<file path="config.mk">
export PLATFORM = sky130hd
export DESIGN_NAME = sswb_cmdq
export DESIGN_NICKNAME = d
export VERILOG_FILES = /design/src/design/strided_sliding_window_buffer_macros.svh /design/src/design/sswb_pkg.sv /design/src/design/sswb_cmdq.sv
export SDC_FILE = /design/constraint.sdc
export NUM_CORES = 1
export LEC_CHECK = 0
export BUFFER_PORTS_ARGS = -buffer_cell sky130_fd_sc_hd__buf_2
export CAP_MARGIN = 20
export CORE_MARGIN = 5
export CORE_UTILIZATION = 48
export DETAILED_ROUTE_END_ITERATION = 10
export PLACE_DENSITY = 0.75
export SLEW_MARGIN = 20
export SYNTH_ARGS = -nofsm -noshare
export SYNTH_HDL_FRONTEND = slang
export SYNTH_SLANG_ARGS = --single-unit
</file>
<file path="constraint.sdc">
create_clock -name clk -period 1.6 [get_ports clk]
set_input_delay 0.4 -clock clk [delete_from_list [all_inputs] [get_ports clk]]
set_output_delay 0.4 -clock clk [all_outputs]
set_load 0.01 [all_outputs]
</file>
<file path="src/design/strided_sliding_window_buffer_macros.svh">
// ----------------------------------------------------------------------------
// Assertion macros for the strided sliding window buffer
// Short forms for clocked implication checks with synchronous active-low reset.
// ----------------------------------------------------------------------------
`ifndef STRIDED_SLIDING_WINDOW_BUFFER_MACROS_SVH
`define STRIDED_SLIDING_WINDOW_BUFFER_MACROS_SVH

// Same-cycle implication: when ante holds, cons must hold on the same edge.
`define SSWB_ASSERT_IMPL(lbl, clk, rst_n, ante, cons) \
  lbl: assert property (@(posedge clk) disable iff (!rst_n) (ante) |-> (cons)) \
    else $error("sswb assertion failed");

// Next-cycle implication: when ante holds, cons must hold on the next edge.
`define SSWB_ASSERT_NEXT(lbl, clk, rst_n, ante, cons) \
  lbl: assert property (@(posedge clk) disable iff (!rst_n) (ante) |=> (cons)) \
    else $error("sswb assertion failed");

`endif

</file>
<file path="src/design/sswb_pkg.sv">
// ----------------------------------------------------------------------------
// sswb_pkg
// Shared constants, payload types and frame packing helpers.
// ----------------------------------------------------------------------------
`default_nettype none

package sswb_pkg;

  localparam int WINDOW_LEN  = 64;
  localparam int CHANNELS    = 10;
  localparam int MAX_CHAN    = 10;
  localparam int SAMPLE_W    = 24;
  localparam int HOP_W       = 7;
  localparam int PTR_W       = (WINDOW_LEN > 1) ? $clog2(WINDOW_LEN) : 1;
  localparam int QUEUE_DEPTH = 2;
  localparam int QPTR_W      = $clog2(QUEUE_DEPTH);
  localparam int QCNT_W      = $clog2(QUEUE_DEPTH + 1);

  localparam logic [HOP_W-1:0] HOP_RESET = HOP_W'(16);

  typedef logic [PTR_W-1:0] ptr_t;
  typedef logic [CHANNELS-1:0][SAMPLE_W-1:0] frame_t;
  typedef logic [MAX_CHAN-1:0][SAMPLE_W-1:0] frame_pad_t;

  typedef struct packed {
    logic signed [SAMPLE_W-1:0] chan0_in;
    logic signed [SAMPLE_W-1:0] chan1_in;
    logic signed [SAMPLE_W-1:0] chan2_in;
    logic signed [SAMPLE_W-1:0] chan3_in;
    logic signed [SAMPLE_W-1:0] chan4_in;
    logic signed [SAMPLE_W-1:0] chan5_in;
    logic signed [SAMPLE_W-1:0] chan6_in;
    logic signed [SAMPLE_W-1:0] chan7_in;
    logic signed [SAMPLE_W-1:0] chan8_in;
    logic signed [SAMPLE_W-1:0] chan9_in;
  } in_item_t;

  typedef struct packed {
    logic signed [SAMPLE_W-1:0] chan0_out;
    logic signed [SAMPLE_W-1:0] chan1_out;
    logic signed [SAMPLE_W-1:0] chan2_out;
    logic signed [SAMPLE_W-1:0] chan3_out;
    logic signed [SAMPLE_W-1:0] chan4_out;
    logic signed [SAMPLE_W-1:0] chan5_out;
    logic signed [SAMPLE_W-1:0] chan6_out;
    logic signed [SAMPLE_W-1:0] chan7_out;
    logic signed [SAMPLE_W-1:0] chan8_out;
    logic signed [SAMPLE_W-1:0] chan9_out;
    logic                       window_last;
  } out_item_t;

  // Status of the window reader, seen by the front for overwrite protection.
  typedef struct packed {
    logic busy;
    ptr_t base;
    ptr_t rd_cnt;
  } back_status_t;

  // Channels above CHANNELS are dropped on the way in.
  function automatic frame_t in_to_frame(in_item_t it);
    frame_pad_t pad;
    pad[0] = it.chan0_in;
    pad[1] = it.chan1_in;
    pad[2] = it.chan2_in;
    pad[3] = it.chan3_in;
    pad[4] = it.chan4_in;
    pad[5] = it.chan5_in;
    pad[6] = it.chan6_in;
    pad[7] = it.chan7_in;
    pad[8] = it.chan8_in;
    pad[9] = it.chan9_in;
    return pad[CHANNELS-1:0];
  endfunction

  // Channels above CHANNELS read as zero on the way out.
  function automatic out_item_t frame_to_out(frame_t f, logic last);
    frame_pad_t pad;
    out_item_t  o;
    pad = '0;
    pad[CHANNELS-1:0] = f;
    o.chan0_out   = pad[0];
    o.chan1_out   = pad[1];
    o.chan2_out   = pad[2];
    o.chan3_out   = pad[3];
    o.chan4_out   = pad[4];
    o.chan5_out   = pad[5];
    o.chan6_out   = pad[6];
    o.chan7_out   = pad[7];
    o.chan8_out   = pad[8];
    o.chan9_out   = pad[9];
    o.window_last = last;
    return o;
  endfunction

endpackage

`default_nettype wire

</file>
<file path="src/design/sswb_cmdq.sv">
// ----------------------------------------------------------------------------
// sswb_cmdq
// Short queue of window start pointers between the front and the reader.
// ----------------------------------------------------------------------------
`default_nettype none

module sswb_cmdq (
  input  wire logic          clk,
  input  wire logic          rst_n,
  input  wire logic          push,
  input  wire sswb_pkg::ptr_t push_base,
  input  wire logic          pop,
  output sswb_pkg::ptr_t      pop_base,
  output logic               empty,
  output logic               full
);

  // Entry registers; with two entries this is a register bank, not a memory.
  sswb_pkg::ptr_t [sswb_pkg::QUEUE_DEPTH-1:0] q_data_r;

  logic [sswb_pkg::QPTR_W-1:0] wr_ptr_r, wr_ptr_nxt;
  logic [sswb_pkg::QPTR_W-1:0] rd_ptr_r, rd_ptr_nxt;
  logic [sswb_pkg::QCNT_W-1:0] cnt_r, cnt_nxt;
  logic                        do_push, do_pop;

  assign empty    = (cnt_r == '0);
  assign full     = (cnt_r == sswb_pkg::QCNT_W'(sswb_pkg::QUEUE_DEPTH));
  assign do_push  = push && !full;
  assign do_pop   = pop && !empty;
  assign pop_base = q_data_r[rd_ptr_r];

  always_comb begin
    wr_ptr_nxt = wr_ptr_r;
    rd_ptr_nxt = rd_ptr_r;
    cnt_nxt    = cnt_r;
    if (do_push) begin
      wr_ptr_nxt = (wr_ptr_r == sswb_pkg::QPTR_W'(sswb_pkg::QUEUE_DEPTH - 1)) ? '0
                                                                              : wr_ptr_r + 1'b1;
    end
    if (do_pop) begin
      rd_ptr_nxt = (rd_ptr_r == sswb_pkg::QPTR_W'(sswb_pkg::QUEUE_DEPTH - 1)) ? '0
                                                                              : rd_ptr_r + 1'b1;
    end
    if (do_push && !do_pop) begin
      cnt_nxt = cnt_r + 1'b1;
    end else if (do_pop && !do_push) begin
      cnt_nxt = cnt_r - 1'b1;
    end
  end

  always_ff @(posedge clk) begin
    if (do_push) begin
      q_data_r[wr_ptr_r] <= push_base;
    end
  end

  always_ff @(posedge clk) begin
    if (!rst_n) begin
      wr_ptr_r <= '0;
      rd_ptr_r <= '0;
      cnt_r    <= '0;
    end else begin
      wr_ptr_r <= wr_ptr_nxt;
      rd_ptr_r <= rd_ptr_nxt;
      cnt_r    <= cnt_nxt;
    end
  end

endmodule

`default_nettype wire

</file>
==> results.sh <==
export IMPL_status="complete, no violations"
export IMPL_slew_viol_final=0
export IMPL_power_total_mw=1.29
export IMPL_cts_sinks=16
export IMPL_synth_top_cell_area_share=0.563
export IMPL_synth_net_count=53
export IMPL_clock_latency_ns=0.28
export IMPL_grt_overflow_total=0
export IMPL_holdPathEnd="q_data_r[6]"
export IMPL_regArea_um2=445
export IMPL_drive_gt1_frac=0.523
export IMPL_grt_max_degree=10
export IMPL_hold_path_class="in -> reg"
export IMPL_dieArea_mm2=0.00217
export IMPL_synthTopCellsByCount="edfxtp_1, mux2_2, dfxtp_1"
export IMPL_cp_end_kind="output port"
export IMPL_num_io_pins=18
export IMPL_fin_worst_skew_ns=0.00331
export IMPL_hold_start="push_base[0]"
export IMPL_period_minus_slack_ns=1.56
export IMPL_cp_start_kind="register"
export IMPL_htree_levels=1
export IMPL_required_ns=1.20
export IMPL_placed_area_um2=754
export IMPL_route_detailed_drc=0
export IMPL_wl_per_cell_um=12.6
export IMPL_path_clk_slew_ns=0.09
export IMPL_cts_tree="done"
export IMPL_cts_buffers_inserted=3
export IMPL_slew_headroom=0.805
export IMPL_numPortBuffers=17
export IMPL_crit_type="reg -> out"
export IMPL_fp_dieH_um=46.5
export IMPL_finalHoldViolations=0
export IMPL_globalplace_congestion=0.688
export IMPL_grt_pass1_vias=413
export IMPL_drt_iter0_drc=4
export IMPL_die_w_um=46.5
export IMPL_peakVddDrop_mv=0.921
export IMPL_multi_input_comb_area_um2=188
export IMPL_fmax_ghz=0.641
export IMPL_wirelength_um=1010
export IMPL_area_growth_pct=26.4
export IMPL_grt_setup_unrepaired="true"
export IMPL_period_share=0.975
export IMPL_powerDensity_mw_per_mm2=1590
export IMPL_seq_area_frac_synth=0.687
export IMPL_synth_most_common_cell="edfxtp_1"
export IMPL_synth_cells=42
export IMPL_dpl_hpwl_um=750
export IMPL_n_antenna_cell=0
export IMPL_r2r_slack_ns=0.09
export IMPL_antenna_left=0
export IMPL_vias=395
export IMPL_antenna_found_initial=0
export IMPL_post_synth_cell_area_avg_um2=15.3
export IMPL_rr_startpoint="cnt_r[0]"
export IMPL_ys_types=20
export IMPL_finalSetupViolCount=0
export IMPL_ys_seq_elements=16
export IMPL_fin_area_um2=810
export IMPL_drtPass1Iterations=2
export IMPL_leakagePower_nw=0.332
export IMPL_r2r_cells=5
export IMPL_core_mm2=0.00128
export IMPL_fin_nets=77
export IMPL_synth_edf_count=12
export IMPL_worstPathArrival_ns=1.16
export IMPL_synthesis_yosys_warnings=0
export IMPL_ys_async_sr_fraction=0
export IMPL_ys_flop_type="edfxtp_1"
export IMPL_rr_endpoint="cnt_r[1]"
export IMPL_start_util=0.499
export IMPL_synth_top_area_cell="edfxtp_1"
export IMPL_max_cap_viol_count=0
export IMPL_holdPathStages=1
export IMPL_whs_ns=0.305
export IMPL_fin_ws_ns=0.0395
export IMPL_fin_util=0.630
export IMPL_nFillCells=100
export IMPL_preCtsSetupSlack_ns=0.0703
export IMPL_grt_total_usage=0.111
export IMPL_num_rows=13
export IMPL_vias_per_cell=4.94
export IMPL_syn_area_um2=641
export IMPL_ctsLongestPathBuffers=2
export IMPL_path_max_fanout=7
export IMPL_worst_pin_slew_ns=0.292
export IMPL_cts_root_buf="clkbuf_4"
export IMPL_grt_pass1_wl_um=1610
export IMPL_synth_area_leaders="edfxtp_1, dfxtp_1, mux2_2, xnor2_1, and2_1"
## kinds of logic (layout without fill, tap and decap cells)
kind of cell | Yosys count | count (layout) | share of synthesized area
buffers and inverters | 3 | 26 | 0.0195
and+or+nand+nor | 8 | 8 | 0.0762
AOI/OAI and AO/OA | 5 | 5 | 0.0508
DFF | 16 | 16 | 0.688
adders and majority gates | 1 | 1 | 0.0195
muxes | 6 | 6 | 0.105
xor gates and xnor gates | 3 | 3 | 0.0410
## worst max-delay path, stage by stage (launching register included)
cell,delay [ns]
dfxtp_4,0.40
mux2_2,0.35
buf_6,0.12
## registers in the layout (all words and copies together) (netlist names)
register / count
q_data_r: 12
cnt_r: 2
rd_ptr_r: 1
wr_ptr_r: 1
## cells in the final DEF (no fill, tap or decap), types with 2 or more instances in the layout
cell type and instances:
and2_1 2, buf_2 16, buf_4 3, clkbuf_4 3, dfxtp_1 2, edfxtp_1 12, mux2_2 6, nor2_1 2
xnor2_1 2
## power by group
group	switching, mW	internal (mW)
registers	0.0516	0.539
clock network	0.117	0.138
logic	0.201	0.243
## layer usage
| metal | GRT usage | routed length [um] |
|---|---|---|
| met3 | 0.0469 | 64 |
| met5 | 0 | 0 |
| met1 | 0.115 | 389 |
| met2 | 0.184 | 555 |
| met4 | 0.0682 | 0 |
## how the worst max path moves through the flow
stage,to,cells past startpoint,startpoint
6_report,pop_base[3],2,rd_ptr_r
5_1_grt,pop_base[4],2,rd_ptr_r
4_1_cts,pop_base[1],2,rd_ptr_r
3_5_place_dp,cnt_r[1],6,push
3_3_place_gp,cnt_r[1],6,push
2_1_floorplan,cnt_r[1],6,cnt_r[0]
## cell type report
class                           instances  share of cell area
Clock buffer                            4              0.0448
Inverter                                2             0.00927
Multi-Input combinational cell         23               0.232
Sequential cell                        16               0.550
Tap cell                               15              0.0232
Timing Repair Buffer                   20               0.141
## metrics by stage
stage | setup TNS (ns) | cells
3_3_place_gp | 0 | 75
3_5_place_dp | 0 | 75
2_1_floorplan | 0 | 42
5_1_grt | -0.0485 | 80
4_1_cts | 0 | 79
6_report | 0 | 80
## what timing repair did
item                                    in CTS  in global routing
gates resized for setup                      2                  2
setup buffers                                0                  1
endpoints found under the setup margin       6                  7
hold buffers                                 0                  0
pin swaps                                    0                  0
(Power assumes the default switching activity.)
