### src/design/strided_sliding_window_buffer_macros.svh
// ----------------------------------------------------------------------------
// Assertion macros for the strided sliding window buffer
// Short forms for clocked implication checks with synchronous active-low reset.
// ----------------------------------------------------------------------------
`ifndef STRIDED_SLIDING_WINDOW_BUFFER_MACROS_SVH
`define STRIDED_SLIDING_WINDOW_BUFFER_MACROS_SVH

// Same-cycle implication: when ante holds, cons must hold on the same edge.
`define SSWB_ASSERT_IMPL(lbl, clk, rst_n, ante, cons) \
  lbl: assert property (@(posedge clk) disable iff (!rst_n) (ante) |-> (cons)) \
    else $error("sswb assertion failed");

// Next-cycle implication: when ante holds, cons must hold on the next edge.
`define SSWB_ASSERT_NEXT(lbl, clk, rst_n, ante, cons) \
  lbl: assert property (@(posedge clk) disable iff (!rst_n) (ante) |=> (cons)) \
    else $error("sswb assertion failed");

`endif

### src/design/sswb_pkg.sv
// ----------------------------------------------------------------------------
// sswb_pkg
// Shared constants, payload types and frame packing helpers.
// ----------------------------------------------------------------------------
`default_nettype none

package sswb_pkg;

  localparam int WINDOW_LEN  = 64;
  localparam int CHANNELS    = 10;
  localparam int MAX_CHAN    = 10;
  localparam int SAMPLE_W    = 24;
  localparam int HOP_W       = 7;
  localparam int PTR_W       = (WINDOW_LEN > 1) ? $clog2(WINDOW_LEN) : 1;
  localparam int QUEUE_DEPTH = 2;
  localparam int QPTR_W      = $clog2(QUEUE_DEPTH);
  localparam int QCNT_W      = $clog2(QUEUE_DEPTH + 1);

  localparam logic [HOP_W-1:0] HOP_RESET = HOP_W'(16);

  typedef logic [PTR_W-1:0] ptr_t;
  typedef logic [CHANNELS-1:0][SAMPLE_W-1:0] frame_t;
  typedef logic [MAX_CHAN-1:0][SAMPLE_W-1:0] frame_pad_t;

  typedef struct packed {
    logic signed [SAMPLE_W-1:0] chan0_in;
    logic signed [SAMPLE_W-1:0] chan1_in;
    logic signed [SAMPLE_W-1:0] chan2_in;
    logic signed [SAMPLE_W-1:0] chan3_in;
    logic signed [SAMPLE_W-1:0] chan4_in;
    logic signed [SAMPLE_W-1:0] chan5_in;
    logic signed [SAMPLE_W-1:0] chan6_in;
    logic signed [SAMPLE_W-1:0] chan7_in;
    logic signed [SAMPLE_W-1:0] chan8_in;
    logic signed [SAMPLE_W-1:0] chan9_in;
  } in_item_t;

  typedef struct packed {
    logic signed [SAMPLE_W-1:0] chan0_out;
    logic signed [SAMPLE_W-1:0] chan1_out;
    logic signed [SAMPLE_W-1:0] chan2_out;
    logic signed [SAMPLE_W-1:0] chan3_out;
    logic signed [SAMPLE_W-1:0] chan4_out;
    logic signed [SAMPLE_W-1:0] chan5_out;
    logic signed [SAMPLE_W-1:0] chan6_out;
    logic signed [SAMPLE_W-1:0] chan7_out;
    logic signed [SAMPLE_W-1:0] chan8_out;
    logic signed [SAMPLE_W-1:0] chan9_out;
    logic                       window_last;
  } out_item_t;

  // Status of the window reader, seen by the front for overwrite protection.
  typedef struct packed {
    logic busy;
    ptr_t base;
    ptr_t rd_cnt;
  } back_status_t;

  // Channels above CHANNELS are dropped on the way in.
  function automatic frame_t in_to_frame(in_item_t it);
    frame_pad_t pad;
    pad[0] = it.chan0_in;
    pad[1] = it.chan1_in;
    pad[2] = it.chan2_in;
    pad[3] = it.chan3_in;
    pad[4] = it.chan4_in;
    pad[5] = it.chan5_in;
    pad[6] = it.chan6_in;
    pad[7] = it.chan7_in;
    pad[8] = it.chan8_in;
    pad[9] = it.chan9_in;
    return pad[CHANNELS-1:0];
  endfunction

  // Channels above CHANNELS read as zero on the way out.
  function automatic out_item_t frame_to_out(frame_t f, logic last);
    frame_pad_t pad;
    out_item_t  o;
    pad = '0;
    pad[CHANNELS-1:0] = f;
    o.chan0_out   = pad[0];
    o.chan1_out   = pad[1];
    o.chan2_out   = pad[2];
    o.chan3_out   = pad[3];
    o.chan4_out   = pad[4];
    o.chan5_out   = pad[5];
    o.chan6_out   = pad[6];
    o.chan7_out   = pad[7];
    o.chan8_out   = pad[8];
    o.chan9_out   = pad[9];
    o.window_last = last;
    return o;
  endfunction

endpackage

`default_nettype wire

### src/design/sswb_back.sv
// ----------------------------------------------------------------------------
// sswb_back
// Window reader: walks the history oldest-first and feeds the output register.
// ----------------------------------------------------------------------------
`default_nettype none

module sswb_back (
  input  wire logic          clk,
  input  wire logic          rst_n,
  input  wire logic          q_empty,
  output logic               q_pop,
  input  wire sswb_pkg::ptr_t q_base,
  input  wire logic          out_stall,
  output logic               out_valid,
  output logic               out_last,
  output sswb_pkg::back_status_t st,
  output logic               rd_en,
  output sswb_pkg::ptr_t      rd_addr
);

  logic           busy_r, busy_nxt;
  sswb_pkg::ptr_t base_r, base_nxt;
  sswb_pkg::ptr_t addr_r, addr_nxt;
  sswb_pkg::ptr_t cnt_r, cnt_nxt;
  logic           out_valid_r, out_valid_nxt;
  logic           last_r, last_nxt;
  logic           issue, at_end;

  // A read is issued only when the output register is free or being emptied.
  assign issue  = busy_r && (!out_valid_r || !out_stall);
  assign at_end = (cnt_r == sswb_pkg::PTR_W'(sswb_pkg::WINDOW_LEN - 1));
  assign q_pop  = !busy_r && !q_empty;

  always_comb begin
    busy_nxt      = busy_r;
    base_nxt      = base_r;
    addr_nxt      = addr_r;
    cnt_nxt       = cnt_r;
    last_nxt      = last_r;
    out_valid_nxt = out_valid_r && out_stall;
    if (q_pop) begin
      busy_nxt = 1'b1;
      base_nxt = q_base;
      addr_nxt = q_base;
      cnt_nxt  = '0;
    end
    if (issue) begin
      out_valid_nxt = 1'b1;
      last_nxt      = at_end;
      addr_nxt      = (addr_r == sswb_pkg::PTR_W'(sswb_pkg::WINDOW_LEN - 1)) ? '0
                                                                             : addr_r + 1'b1;
      if (at_end) begin
        busy_nxt = 1'b0;
        cnt_nxt  = '0;
      end else begin
        cnt_nxt  = cnt_r + 1'b1;
      end
    end
  end

  always_ff @(posedge clk) begin
    if (!rst_n) begin
      busy_r      <= 1'b0;
      cnt_r       <= '0;
      out_valid_r <= 1'b0;
    end else begin
      busy_r      <= busy_nxt;
      cnt_r       <= cnt_nxt;
      out_valid_r <= out_valid_nxt;
    end
  end

  always_ff @(posedge clk) begin
    base_r <= base_nxt;
    addr_r <= addr_nxt;
    last_r <= last_nxt;
  end

  assign out_valid = out_valid_r;
  assign out_last  = last_r;
  assign rd_en     = issue;
  assign rd_addr   = addr_r;
  assign st.busy   = busy_r;
  assign st.base   = base_r;
  assign st.rd_cnt = cnt_r;

endmodule

`default_nettype wire

### config.mk
export PLATFORM = sky130hd
export DESIGN_NAME = sswb_back
export DESIGN_NICKNAME = d
export VERILOG_FILES = /design/src/design/strided_sliding_window_buffer_macros.svh /design/src/design/sswb_pkg.sv /design/src/design/sswb_back.sv
export SDC_FILE = /design/constraint.sdc
export NUM_CORES = 1
export LEC_CHECK = 0
export ABC_AREA = 0
export BUFFER_PORTS_ARGS = -buffer_cell sky130_fd_sc_hd__buf_2
export CAP_MARGIN = 20
export CORE_AREA = 2 2 50 52
export CTS_CLUSTER_DIAMETER = 150
export DETAILED_ROUTE_END_ITERATION = 16
export DIE_AREA = 0 0 52 54
export GPL_ROUTABILITY_DRIVEN = 0
export GPL_TIMING_DRIVEN = 0
export PLACE_DENSITY = 0.78
export SKIP_LAST_GASP = 1
export SLEW_MARGIN = 20
export SYNTH_ARGS = -nofsm -noshare
export SYNTH_HDL_FRONTEND = slang
export SYNTH_SLANG_ARGS = --single-unit
### constraint.sdc
create_clock -name clk -period 1.7 [get_ports clk]
set_input_delay 0.34 -clock clk [delete_from_list [all_inputs] [get_ports clk]]
set_output_delay 0.34 -clock clk [all_outputs]
set_load 0.02 [all_outputs]
==> impl_results.md <==
- Status: finished, final reports clean
- Dpl hpwl: 1500 um
- First-pass GRT wire length: 3150 um
- Hold Buf Count CTS: 0
- Slew HR: 0.530
- Crit Path Max Fanout: 6
- CP Cell Sequence: a21bo_4 -> inv_2 -> buf_6 -> buf_4
- Gate power share: 0.195
- Setup Skew: 1.99 ps
- Synth Instances: 85
- Seq cells post-synth: 21
- Fin crit share: 0.929
- Highest clock rate: 633 MHz
- DR DRC count: 0
- Nets: 137
- Vias in the first global route: 723
- Num CTS Buffers: 3
- Antenna Violating Nets Remaining: 0
- Synth area leaders: edfxtp_1 41%, dfxtp_1 17%, nand2_1 5.1%, nand3_1 3.1%, o211ai_1 3.1%
- Crit path required time: 1360 ps
- Hold Path Class: primary input to flip-flop
- Pwr Density: 865 nW/um^2
- Pre-CTS WS: 109 ps
- Final worst slack: 121 ps
- Grt met1 use: 0.193
- Mapped Area: 961 um^2
- Max VDD drop: 0.366 mV
- Worst path slowest cell: dfxtp_4
- Setup tns final: 0 ps
- IO Count: 33
- Synthesis-to-layout area growth: 26.6%
- Die ar.: 2810 um^2
- Final min period: 1580 ps
- Library cells used by synthesis: 29
- Vias per cell: 5.21
- CTS tree: done
- Crit path arrival time: 1240 ps
- Crit start category: flip-flop
- Post-Synthesis Net Count: 97
- M3 GR Usage: 0.0250
- Largest area contributor in the netlist: edfxtp_1
- Global route hottest layer: met2
- Met2 Usage GRT: 0.238
- GRT Overall Usage: 0.153
- Ant. Diodes: 0
- Static leakage: 0.512 nW
- Core area: 2320 um^2
- Worst path top cell family by delay: flip-flops
- Routed WL per cell: 13.1 um
- Die W: 52 um
- Worst Setup End Kind: output port
- Synth top area share: 0.406
- Switch share: 0.283
- Register area share after synthesis: 0.573
- Gr ovfl total: 0
- Hold Vio Cnt, Final: 0
- Root buffer cell: clkbuf_4
- Crit path kind: flip-flop to output port
- Worst path max stage delay: 390 ps
- Row cnt: 18
- Largest net degree at the start of global routing: 12
- Via count: 803
- Slew Limit Fails: 0
- Die Y-Extent: 54 um
- Routed wire length: 2010 um
- Finished Layout Cells: 154
- PortBufs: 32
- Worst-path clk slew: 110 ps
- Worst Path Buf+Inv: 3
- Net Sw Power: 0.000298 W
- CTS sink count: 21
- Clk_lat worst skew: 300 ps
- Clk network pwr share: 0.222
- Max-capacitance violation count: 0
- Synth warnings: 0
- Measured slew at the worst slew-check pin: 702 ps
- Initial DRC Count: 23
- Setup-failing EPs final: 0
- Placed cells: 147
- Sequential share of power: 0.582
- Synth Area per Inst: 11.3 um^2
- Clk buf depth: 2
- Share of layout cells above drive strength 1: 0.371
- Initial antenna violation count: 0
- H-tree levels: 1
- Initial Utilization: 0.414
- TritonRoute pass-1 iters: 5
- Int Power: 0.000754 W
- RSZ-0062 raised after global routing: false
per-layer routing:
layer / up-vias / part of all wire
met5: - / 0
met2: 25 / 0.50
met1: 373 / 0.45
met4: 0 / 0.013
met3: 2 / 0.043
li1: 403 / -
power by group through the flow:
| stage | Combinational (W) | Clock (W) | Sequential (W) |
|---|---|---|---|
| floorplan | 0.0000896 | 0 | 0.000661 |
| global placement | 0.000192 | 0 | 0.000622 |
| detailed placement | 0.000196 | 0 | 0.000624 |
| CTS | 0.000198 | 0.000240 | 0.000613 |
| global route | 0.000224 | 0.000264 | 0.000618 |
| finish | 0.000205 | 0.000234 | 0.000612 |
worst register-to-register path: cells and delay by family (launching register included):
family	cells	cell delay, ps
flops	1	390
simple gates	2	780
placed cells by master (no fill, tap or decap), types with 2 or more instances in the layout:
cell | netlist | final
a21oi_1 | 4 | 4
a311oi_1 | 3 | 3
a41oi_1 | 2 | 2
buf_2 | 0 | 31
buf_4 | 1 | 5
clkbuf_1 | 1 | 2
clkbuf_4 | 0 | 3
dfxtp_1 | 8 | 7
edfxtp_1 | 13 | 13
ha_1 | 2 | 2
nand2_1 | 13 | 13
nand2b_1 | 2 | 2
nand3_1 | 6 | 6
nor2_1 | 5 | 4
o211ai_1 | 4 | 4
o21ai_1 | 3 | 3
o31ai_1 | 3 | 3
xor2_1 | 2 | 2
what timing repair did:
item | in CTS | in global routing
endpoints found under the setup margin | 2 | 1
buffers inserted | 0 | 3
gates resized for setup | 2 | 2
cells in the mapped netlist:
cell	instances
nand3_1	6
edfxtp_1	13
buf_4	1
mux2i_1	1
a41oi_1	2
nand3b_1	1
o41ai_1	1
or4_4	1
nor2_1	5
and2b_1	1
inv_2	1
o211ai_1	4
and3_1	1
nand2_1	13
a311oi_1	3
o211ai_2	1
inv_1	1
xor2_1	2
ha_1	2
clkbuf_1	1
a21bo_4	1
buf_6	1
xnor2_1	1
o21ai_1	3
nand2b_1	2
a211oi_1	1
o31ai_1	3
dfxtp_1	8
a21oi_1	4
layout make-up:
cell class | count | area [um^2]
clock buffer | 4 | 26.3
multi-input combinational | 59 | 383
inverter | 2 | 7.51
buffer | 3 | 22.5
tap | 30 | 37.5
timing repair buffer | 35 | 185
fill | 204 | 1100
sequential | 21 | 554
kinds of logic (layout without fill, tap and decap cells):
group,count (synthesis),in the layout,share of synthesized area
and+or+nand+nor,30,30,0.148
xor gates and xnor gates,3,3,0.0273
buffers and inverters,5,44,0.0312
DFF,21,21,0.573
muxes,1,1,0.0104
adders and majority gates,2,2,0.0260
AOI/OAI and AO/OA,23,23,0.184
path summary, 6_finish.rpt:
check                               start  cells past startpoint  slack, ps    endpoint
worst max-delay path               busy_r                      4        120       rd_en
worst min-delay path            q_base[2]                      1        230   base_r[2]
worst max register to register     busy_r                      2        180  rd_addr[5]
worst min register to register     busy_r                      2        540   out_valid
registers in the layout, summed over array words and instances, names as in the netlist:
signal and cells:
out_valid 1, base_r 6, out_last 1, busy_r 1, rd_addr 6, cnt_r 6
per-stage QoR:
| stage | area [um^2] | total power (W) | util | hold slack [ps] |
|---|---|---|---|---|
| 6_report | 1220 | 0.00105 | 0.524 | 227 |
| 5_1_grt | 1220 | 0.00111 | 0.524 | 214 |
| 4_1_cts | 1190 | 0.00105 | 0.512 | 229 |
| 3_5_place_dp | 1160 | 0.000820 | 0.499 | 531 |
| 3_3_place_gp | 1160 | 0.000814 | 0.499 | 531 |
| 2_1_floorplan | 961 | 0.000750 | - | 439 |
No activity file was read; power rests on OpenSTA's default activity.
