===== src/design/strided_sliding_window_buffer_macros.svh =====
// ----------------------------------------------------------------------------
// Assertion macros for the strided sliding window buffer
// Short forms for clocked implication checks with synchronous active-low reset.
// ----------------------------------------------------------------------------
`ifndef STRIDED_SLIDING_WINDOW_BUFFER_MACROS_SVH
`define STRIDED_SLIDING_WINDOW_BUFFER_MACROS_SVH

// Same-cycle implication: when ante holds, cons must hold on the same edge.
`define SSWB_ASSERT_IMPL(lbl, clk, rst_n, ante, cons) \
  lbl: assert property (@(posedge clk) disable iff (!rst_n) (ante) |-> (cons)) \
    else $error("sswb assertion failed");

// Next-cycle implication: when ante holds, cons must hold on the next edge.
`define SSWB_ASSERT_NEXT(lbl, clk, rst_n, ante, cons) \
  lbl: assert property (@(posedge clk) disable iff (!rst_n) (ante) |=> (cons)) \
    else $error("sswb assertion failed");

`endif


===== src/design/sswb_pkg.sv =====
// ----------------------------------------------------------------------------
// sswb_pkg
// Shared constants, payload types and frame packing helpers.
// ----------------------------------------------------------------------------
`default_nettype none

package sswb_pkg;

  localparam int WINDOW_LEN  = 64;
  localparam int CHANNELS    = 10;
  localparam int MAX_CHAN    = 10;
  localparam int SAMPLE_W    = 24;
  localparam int HOP_W       = 7;
  localparam int PTR_W       = (WINDOW_LEN > 1) ? $clog2(WINDOW_LEN) : 1;
  localparam int QUEUE_DEPTH = 2;
  localparam int QPTR_W      = $clog2(QUEUE_DEPTH);
  localparam int QCNT_W      = $clog2(QUEUE_DEPTH + 1);

  localparam logic [HOP_W-1:0] HOP_RESET = HOP_W'(16);

  typedef logic [PTR_W-1:0] ptr_t;
  typedef logic [CHANNELS-1:0][SAMPLE_W-1:0] frame_t;
  typedef logic [MAX_CHAN-1:0][SAMPLE_W-1:0] frame_pad_t;

  typedef struct packed {
    logic signed [SAMPLE_W-1:0] chan0_in;
    logic signed [SAMPLE_W-1:0] chan1_in;
    logic signed [SAMPLE_W-1:0] chan2_in;
    logic signed [SAMPLE_W-1:0] chan3_in;
    logic signed [SAMPLE_W-1:0] chan4_in;
    logic signed [SAMPLE_W-1:0] chan5_in;
    logic signed [SAMPLE_W-1:0] chan6_in;
    logic signed [SAMPLE_W-1:0] chan7_in;
    logic signed [SAMPLE_W-1:0] chan8_in;
    logic signed [SAMPLE_W-1:0] chan9_in;
  } in_item_t;

  typedef struct packed {
    logic signed [SAMPLE_W-1:0] chan0_out;
    logic signed [SAMPLE_W-1:0] chan1_out;
    logic signed [SAMPLE_W-1:0] chan2_out;
    logic signed [SAMPLE_W-1:0] chan3_out;
    logic signed [SAMPLE_W-1:0] chan4_out;
    logic signed [SAMPLE_W-1:0] chan5_out;
    logic signed [SAMPLE_W-1:0] chan6_out;
    logic signed [SAMPLE_W-1:0] chan7_out;
    logic signed [SAMPLE_W-1:0] chan8_out;
    logic signed [SAMPLE_W-1:0] chan9_out;
    logic                       window_last;
  } out_item_t;

  // Status of the window reader, seen by the front for overwrite protection.
  typedef struct packed {
    logic busy;
    ptr_t base;
    ptr_t rd_cnt;
  } back_status_t;

  // Channels above CHANNELS are dropped on the way in.
  function automatic frame_t in_to_frame(in_item_t it);
    frame_pad_t pad;
    pad[0] = it.chan0_in;
    pad[1] = it.chan1_in;
    pad[2] = it.chan2_in;
    pad[3] = it.chan3_in;
    pad[4] = it.chan4_in;
    pad[5] = it.chan5_in;
    pad[6] = it.chan6_in;
    pad[7] = it.chan7_in;
    pad[8] = it.chan8_in;
    pad[9] = it.chan9_in;
    return pad[CHANNELS-1:0];
  endfunction

  // Channels above CHANNELS read as zero on the way out.
  function automatic out_item_t frame_to_out(frame_t f, logic last);
    frame_pad_t pad;
    out_item_t  o;
    pad = '0;
    pad[CHANNELS-1:0] = f;
    o.chan0_out   = pad[0];
    o.chan1_out   = pad[1];
    o.chan2_out   = pad[2];
    o.chan3_out   = pad[3];
    o.chan4_out   = pad[4];
    o.chan5_out   = pad[5];
    o.chan6_out   = pad[6];
    o.chan7_out   = pad[7];
    o.chan8_out   = pad[8];
    o.chan9_out   = pad[9];
    o.window_last = last;
    return o;
  endfunction

endpackage

`default_nettype wire


===== src/design/sswb_front.sv =====
// ----------------------------------------------------------------------------
// sswb_front
// Accepts frames, writes the history, counts the hop and queues windows.
// ----------------------------------------------------------------------------
`default_nettype none

module sswb_front (
  input  wire logic                          clk,
  input  wire logic                          rst_n,
  input  wire logic                          in_valid,
  output logic                               in_stall,
  input  wire sswb_pkg::in_item_t             in_item,
  input  wire logic                          cfg_we,
  input  wire logic [sswb_pkg::HOP_W-1:0]    cfg_wdata,
  input  wire sswb_pkg::back_status_t         back_st,
  input  wire logic                          q_empty,
  output logic                               q_push,
  output sswb_pkg::ptr_t                      q_base,
  output logic                               wr_en,
  output sswb_pkg::ptr_t                      wr_addr,
  output sswb_pkg::frame_t                    wr_data
);

  sswb_pkg::ptr_t             wp_r, wp_nxt, wp_inc;
  logic [sswb_pkg::HOP_W-1:0] hop_cnt_r, hop_cnt_nxt, hop_inc;
  logic [sswb_pkg::HOP_W-1:0] hop_len_r;
  logic [sswb_pkg::PTR_W:0]   wrap_sum;
  sswb_pkg::ptr_t             offset;
  logic                       safe, acc, emit;

  // Distance of the write slot from the start of the window being read.
  assign wrap_sum = {1'b0, wp_r} + (sswb_pkg::PTR_W + 1)'(sswb_pkg::WINDOW_LEN)
                    - {1'b0, back_st.base};
  assign offset   = (wp_r >= back_st.base) ? wp_r - back_st.base
                                           : wrap_sum[sswb_pkg::PTR_W-1:0];

  // A slot may be overwritten only once the reader has fetched it.
  assign safe     = !back_st.busy || (back_st.rd_cnt > offset);
  assign in_stall = !(q_empty && safe);
  assign acc      = in_valid && !in_stall;

  assign wp_inc  = (wp_r == sswb_pkg::PTR_W'(sswb_pkg::WINDOW_LEN - 1)) ? '0 : wp_r + 1'b1;
  assign hop_inc = hop_cnt_r + 1'b1;
  assign emit    = (hop_inc >= hop_len_r);

  assign wr_en   = acc;
  assign wr_addr = wp_r;
  assign wr_data = sswb_pkg::in_to_frame(in_item);
  assign q_push  = acc && emit;
  assign q_base  = wp_inc;

  always_comb begin
    wp_nxt      = wp_r;
    hop_cnt_nxt = hop_cnt_r;
    if (acc) begin
      wp_nxt      = wp_inc;
      hop_cnt_nxt = emit ? '0 : hop_inc;
    end
  end

  always_ff @(posedge clk) begin
    if (!rst_n) begin
      wp_r      <= '0;
      hop_cnt_r <= '0;
      hop_len_r <= sswb_pkg::HOP_RESET;
    end else begin
      wp_r      <= wp_nxt;
      hop_cnt_r <= hop_cnt_nxt;
      if (cfg_we) begin
        hop_len_r <= cfg_wdata;
      end
    end
  end

endmodule

`default_nettype wire


===== config.mk =====
export PLATFORM = sky130hd
export DESIGN_NAME = sswb_front
export DESIGN_NICKNAME = d
export VERILOG_FILES = /design/src/design/strided_sliding_window_buffer_macros.svh /design/src/design/sswb_pkg.sv /design/src/design/sswb_front.sv
export SDC_FILE = /design/constraint.sdc
export NUM_CORES = 1
export LEC_CHECK = 0
export BUFFER_PORTS_ARGS = -buffer_cell sky130_fd_sc_hd__buf_2
export CELL_PAD_IN_SITES_DETAIL_PLACEMENT = 0
export CELL_PAD_IN_SITES_GLOBAL_PLACEMENT = 1
export CORE_AREA = 4 4 202 204
export DETAILED_ROUTE_END_ITERATION = 8
export DIE_AREA = 0 0 206 208
export GPL_TIMING_DRIVEN = 0
export PLACE_DENSITY_LB_ADDON = 0.25
export SYNTH_ARGS = -nofsm -noshare
export SYNTH_HDL_FRONTEND = slang
export SYNTH_SLANG_ARGS = --single-unit
export TNS_END_PERCENT = 50

===== constraint.sdc =====
create_clock -name clk -period 8.6 [get_ports clk]
set_clock_uncertainty 0.05 [all_clocks]
set_input_delay 2.58 -clock clk [delete_from_list [all_inputs] [get_ports clk]]
set_output_delay 2.58 -clock clk [all_outputs]
set_load 0.02 [all_outputs]

==> results by group, run 1 <==
Setup path
  – CP delay by family, top: compound AO/OA/AOI/OAI gates
  – Worst Setup End Kind: output pin
  – Worst setup SP type: input port
  – Critical path class: input port to output pin
  – Slowest stage delay, CP: between 400 and 500 ps
  – Worst path required time: slightly below 6000 ps
  – Crit path DAT: ~5500 ps
  – Worst path cell trace: buf_2 > inv_1 > ha_1 > nor2b_1 > o21ai_0 > nand2b_1 > a2111o_1 > o211a_1 > ha_1 > nand4_1 > o21bai_4 > a31oi_4 > buf_4 > and2b_1 > buf_2
  – Critical path peak fanout: 10
  – Reg-to-reg slack, setup: approximately 5300 ps
  – R2R Path End: hop_cnt_r[4]$_SDFFE_PN0P_
  – Critical path's slowest cell: a2111o_1
  – WP buf/inv: 4
  – Reg2Reg Depth: 13
  – Reg2reg start: wr_addr[1]$_SDFFE_PN0P_

Timing
  – Final hold vios: 0
  – Relative slew slack: between 50% and 60%
  – TNS Setup: 0 ps
  – RSZ-0062 raised after global routing: no
  – Final setup vio count: 0
  – Final Slew Violations: 0
  – Worst Tran Pin Value: between 600 and 700 ps
  – FMAX: roughly 120 MHz
  – Fin crit period: around 8100 ps
  – Final Cycle Share: 94.7%

Clocking
  – CTS buffer count: 3
  – CTS Hold Bufs: 0
  – CTS tree: built
  – Clock Path Buffers: 2
  – Clock sinks: 20
  – Root buffer cell: clkbuf_16
  – Clk pin slew, worst setup/hold paths: 70 ps
  – Setup bufs post-CTS: 0
  – CTS resizes: 0
  – # H-tree levels: 1
  – Worst skew pair latency: 260 ps

Global routing
  – First-pass GRT wire length: approximately 19 mm
  – GR Util All Layers: about 5.6%
  – GRT Residual Overflow: 0
  – Antenna violations before repair: 0
  – Pin count of the biggest net entering global routing: 13
  – Vias in the first global route: about 3400

Place
  – IO buf count: between 200 and 300
  – DP HPWL: between 10 and 15 mm
  – GPL Wtd Cong: slightly below 0.7

Synth
  – Post-synthesis compound-gate area fraction: 9.24%
  – Syn Inst Count: approximately 420
  – Top FF cell, synth: dfxtp_1
  – Simple-gate share of the synthesized area: 9.50%
  – Main combinational cell family by area after synthesis: buffers and inverters
  – Post-synth EDFFs: 0
  – Async S/R FF share, synth: 0%
  – Syn Nets: 709
  – Mean Syn Cell Area: a little over 8 µm²
  – Sequential area share after synthesis: 11.7%
  – Warnings, synthesis: 0
  – Post-synthesis mux area share: between 2 and 3%
  – Post-Syn Area: ~3400 µm²
  – Netlist cell types: 43
  – Adder-Cell Fraction of Synth Area: under 10%
  – Count of state elements after synthesis: 20
  – Synth Area in XOR/XNOR: 2.82%

Final layout
  – Net count, final: 992
  – Share of post-route cells with drive strength above 1: ~76%
  – Layout area overhead: 63.1%
  – Fin util: ~14%
  – Diode count: 0

Detailed routing
  – Via count: around 3400
  – Final ANT Viol Nets: 0
  – DR pass1 iterations: 4
  – Drt initial violations: 46
  – DR WL/cell: ~11 µm
  – DR vias/cell: roughly 2.8
  – Detailed Route WL: about 14 mm
  – Drt drc: 0

Die
  – I/O pin count: 520
  – DIE WIDTH: around 210 µm
  – Full die area: between 40000 and 50000 µm²
  – Starting Density: a little under 9%
  – Std-Cell Rows: 73
  – Core Area: slightly below 40000 µm²
  – Die Y: 208 µm

Power and ir drop
  – Power Dens Cells: 93.0 nW/µm²
  – Static Leak: ~3.1 nW
  – Max VDD drop: 0.0510 mV

Run
  – MaxCap Viol Count: 0

Hold path
  – Worst Hold Path Cells: 2
  – WHS Endpoint: hop_len_r[4]$_SDFFE_PN1P_
  – Worst min-delay path class: flip-flop to flip-flop
  – Hold Path Origin: hop_len_r[4]$_SDFFE_PN1P_

Status
  – Outcome: completed
metal layers:
| layer | share of wire, % | global-route usage, % | routed length [µm] | vias up |
|---|---|---|---|---|
| met5 | 0 | 0 | 0 | - |
| met4 | 0.98 | 1.38 | 137 | 0 |
| met3 | 12 | 1.09 | 1620 | 5 |
| met2 | 60 | 12.8 | 8420 | 260 |
| met1 | 27 | 4.60 | 3840 | 1487 |
| li1 | - | - | - | 1692 |
worst max path at each step:
stage / from / to / slack, ps / cells after the start
global route: back_st[7] / q_push / 240 / 15
floorplan: back_st[7] / q_push / 950 / 13
global placement: back_st[7] / q_push / 360 / 15
detailed placement: back_st[7] / q_push / 380 / 15
CTS: back_st[7] / q_push / 370 / 15
finish: back_st[7] / q_push / 450 / 15
worst min-delay path, stage by stage (launching register included):
cell,delay [ps]
dfxtp_1,300
inv_1,60
o211ai_1,80
cells in the mapped netlist (2+ instances only):
cell	number	area, µm²
a21o_1	2	15.0
a21oi_1	6	30.0
a2bb2oi_2	2	30.0
a31oi_1	2	12.5
and3_1	2	12.5
buf_4	241	1810
clkbuf_1	5	18.8
dfxtp_1	20	400
ha_1	20	250
inv_1	16	60.1
mux2i_1	10	100
nand2_1	13	48.8
nand2b_1	4	25.0
nand3_1	12	60.1
nand3b_1	3	22.5
nand4_1	3	18.8
nor2_1	14	52.6
nor2b_1	6	37.5
nor3_1	2	10.0
o211ai_1	3	22.5
o21ai_0	3	15.0
o21ai_1	2	10.0
o22ai_1	2	12.5
o41ai_2	2	32.5
xnor2_1	6	52.6
xor2_1	5	43.8
state kept, by name, summed over array words and instances, names as in the netlist:
register,cells
hop_len_r,7
hop_cnt_r,7
wr_addr,6
logic make-up after synthesis:
| family | Yosys count |
|---|---|
| multiplexers | 10 |
| adder cells (fa/ha/maj) | 21 |
| AND/OR/NAND/NOR | 63 |
| buffers and inverters | 264 |
| flip-flops | 20 |
| AO/OA/AOI/OAI | 34 |
| XOR/XNOR | 11 |
cell usage in the layout (no fill, tap or decap), types with 2 or more instances in the layout:
cell	netlist	layout
buf_2	1	279
buf_4	241	241
mux2i_1	10	10
xor2_1	5	5
a31oi_1	2	2
a2bb2oi_2	2	2
a21oi_1	6	6
nor3_1	2	2
nand4_1	3	3
nand3_1	12	12
a21o_1	2	2
o211ai_1	3	3
nor2_1	14	14
o21ai_0	3	3
and3_1	2	2
nor2b_1	6	6
nand3b_1	3	3
dfxtp_1	20	20
o41ai_2	2	2
ha_1	20	20
nand2b_1	4	4
o21ai_1	2	2
inv_1	16	16
clkbuf_16	0	3
nand2_1	13	13
xnor2_1	6	6
clkbuf_1	5	5
o22ai_1	2	2
power breakdown:
group	internal [W]	leakage (nW)	switching [W]
logic	0.000134	2.85	0.000149
clock network	0.0000927	0.0511	0.0000426
registers	0.0000962	0.163	0.00000300
metrics by stage:
stage               instances  hold WS, ps  area (µm²)  setup WS (ps)  power [W]
CTS                      1230          447        5560            367   0.000531
finish                   1230          440        5560            455   0.000517
floorplan                 423          410        3410            952   0.000309
global route             1230          479        5560            243   0.000549
global placement         1226          429        5460            362   0.000391
detailed placement       1226          436        5460            378   0.000390
cell type report:
type / instances / area [µm²]
Timing Repair Buffer: 278 / 1390
Inverter: 16 / 60.1
Clock inverter: 1 / 30.0
Buffer: 248 / 1840
Multi-Input combinational cell: 139 / 1110
Tap cell: 525 / 657
Clock buffer: 3 / 75.1
Fill cell: 4528 / 33700
Sequential cell: 20 / 400
Power figures use the tool's default switching activity.
==> run 2, diff against run 1 <==
--- a/config.mk
+++ b/config.mk
@@ -13,6 +13,7 @@
 export DIE_AREA = 0 0 206 208
 export GPL_TIMING_DRIVEN = 0
 export PLACE_DENSITY_LB_ADDON = 0.25
+export REMOVE_ABC_BUFFERS = 1
 export SYNTH_ARGS = -nofsm -noshare
 export SYNTH_HDL_FRONTEND = slang
 export SYNTH_SLANG_ARGS = --single-unit
==> results by group, run 2 (synthesis gave the netlist of run 1 again) <==
Setup path
  – Crit path DAT: 5630 ps
  – Reg2reg start: wr_addr[2]$_SDFFE_PN0P_
  – Reg-to-reg slack, setup: between 4000 and 5000 ps
  – Worst Setup End Kind: output pin
  – R2R Path End: hop_cnt_r[3]$_SDFFE_PN0P_
  – Worst path required time: about 6000 ps
  – Critical path peak fanout: 7
  – Worst setup SP type: input port
  – Critical path class: input port to output pin
  – Reg2Reg Depth: 12
  – Critical path's slowest cell: o21ai_1
  – Slowest stage delay, CP: about 500 ps
  – Worst path cell trace: buf_2 > ha_1 > inv_1 > fa_1 > a21o_1 > a21oi_1 > xor2_1 > ha_1 > a21o_1 > o21ai_1 > a31oi_4 > and2b_1 > buf_2

Place
  – Dpl cells: about 740
  – IO buf count: 39
  – DP HPWL: a little under 60 mm
  – Placed Area: between 2000 and 2500 µm²
  – GPL Wtd Cong: about 0.9

Die
  – Full die area: around 43000 µm²
  – Starting Density: around 8.7%
  – I/O pin count: 520
  – DIE WIDTH: 206 µm
  – Die Y: 208 µm
  – Core Area: around 40000 µm²
  – Std-Cell Rows: between 70 and 80

Hold path
  – Worst min-delay path class: flip-flop to flip-flop
  – Hold Path Origin: hop_len_r[1]$_SDFFE_PN0P_
  – Worst Hold Path Cells: 2
  – WHS Endpoint: hop_len_r[1]$_SDFFE_PN0P_

Global routing
  – First-pass GRT wire length: 67.1 mm
  – Antenna violations before repair: 0
  – Vias in the first global route: ~1900
  – GRT Residual Overflow: 0
  – Pin count of the biggest net entering global routing: 16
  – GR Util All Layers: about 28%

Final layout
  – Fin util: under 10%
  – Storage element area: approximately 400 µm²
  – Diode count: 0
  – Filler cell count in the final layout: between 4000 and 5000
  – Most common cell after layout, fill and taps aside: buf_2
  – Share of post-route cells with drive strength above 1: about a quarter
  – Finished Cell Area: about 2600 µm²
  – Commonest cells after routing, fill and taps aside: buf_2 (39), ha_1 (20), dfxtp_1 (20), inv_1 (16), nor2_1 (14)
  – Layout area overhead: -24.3%
  – Area of the multi-input gates: 1120 µm²
  – Non-filler cells, final: 750
  – Net count, final: 512

Clocking
  – CTS buffer count: 3
  – CTS Hold Bufs: 0
  – Worst skew pair latency: 270 ps
  – Clock sinks: 20
  – Clock Path Buffers: 2
  – CTS tree: built
  – Clk pin slew, worst setup/hold paths: around 80 ps
  – Root buffer cell: clkbuf_16
  – # H-tree levels: 1
  – CTS resizes: 0

Power and ir drop
  – Sw frac: a little under a third
  – Combinational share of power: 23.4%
  – Power Dens Cells: 122 nW/µm²
  – Internal power: roughly 0.00022 W
  – Final Power: 0.000314 W
  – Seq pwr share: about a third
  – Max VDD drop: about 0.098 mV
  – Net Switching: 0.0000963 W
  – Static Leak: around 0.98 nW
  – Clk network pwr share: between 40% and 50%

Timing
  – Final hold vios: 0
  – Fin crit period: a little over 8000 ps
  – Final setup vio count: 0
  – RSZ-0062 raised after global routing: no
  – Final Slew Violations: 0
  – Relative slew slack: 50.7%
  – FMAX: about 120 MHz
  – Worst Tran Pin Value: ~740 ps
  – Final Hold Slack: about 450 ps
  – Final Cycle Share: between 90% and 100%

Detailed routing
  – DR pass1 iterations: 4
  – DR WL/cell: 83.3 µm
  – Via count: roughly 2100
  – Drt initial violations: approximately 150
  – Drt drc: 0
  – Detailed Route WL: between 60 and 70 mm
  – DR vias/cell: 2.84
  – Final ANT Viol Nets: 0

Run
  – MaxCap Viol Count: 0

Status
  – Outcome: completed
-- run 2: cell count changes in the layout (fill, tap and decap cells not counted) --
cell	previous run	this run
a31oi_2	0	1
buf_4	241	6
buf_2	279	39
buf_6	1	0
clkbuf_1	5	0
-- run 2: layout make-up --
| cell class | count | share of cell area [%] |
|---|---|---|
| multi-input combinational | 140 | 43.3 |
| tap | 525 | 25.4 |
| sequential | 20 | 15.5 |
| timing repair buffer | 45 | 9.31 |
| clock buffer | 3 | 2.91 |
| inverter | 16 | 2.33 |
| clock inverter | 1 | 1.16 |
-- run 2: worst max-delay path by stage --
stage	start	end	slack [ps]
after floorplan	back_st[7]	q_push	730
after detailed placement	back_st[7]	q_push	-7
after global placement	back_st[7]	q_push	-60
final	back_st[6]	q_push	340
after CTS	back_st[7]	q_push	20
after global routing	back_st[6]	q_push	100
-- run 2: metal layers --
metal	up-vias	global-route usage [%]	wire, µm
li1	739	-	-
met1	823	4.62	3760
met2	473	60.7	37900
met3	96	33.1	15700
met4	0	16.3	5180
met5	-	0.230	0
-- run 2: repair_timing --
item | 4_1_cts | 5_1_grt
pin swaps | 1 | 1
endpoints found under the setup margin | 1 | 1
gates cloned | 1 | 0
buffers inserted | 0 | 6
-- run 2: worst max-delay path, delay by kind of cell --
kind / cells / cell delay [ps]
xor+xnor: 1 / 200
fa+ha+maj: 3 / 870
simple gates: 1 / 300
buf+inv: 3 / 330
compound gates: 5 / 1330
-- run 2: metrics by stage --
stage / TNS [ps] / worst slack (ps)
6_report: 0 / 340
5_1_grt: 0 / 99.4
4_1_cts: 0 / 24.8
3_5_place_dp: -7.26 / -7.26
3_3_place_gp: -60.0 / -60.0
2_1_floorplan: 0 / 733
-- run 2: power by group through the flow --
stage	Combinational [W]	Sequential [W]	Clock, W
final	0.0000734	0.000100	0.000140
after global routing	0.0000818	0.000101	0.000147
after CTS	0.0000717	0.000100	0.000143
after detailed placement	0.0000676	0.000102	0
after global placement	0.0000675	0.000102	0
after floorplan	0.0000408	0.000102	0
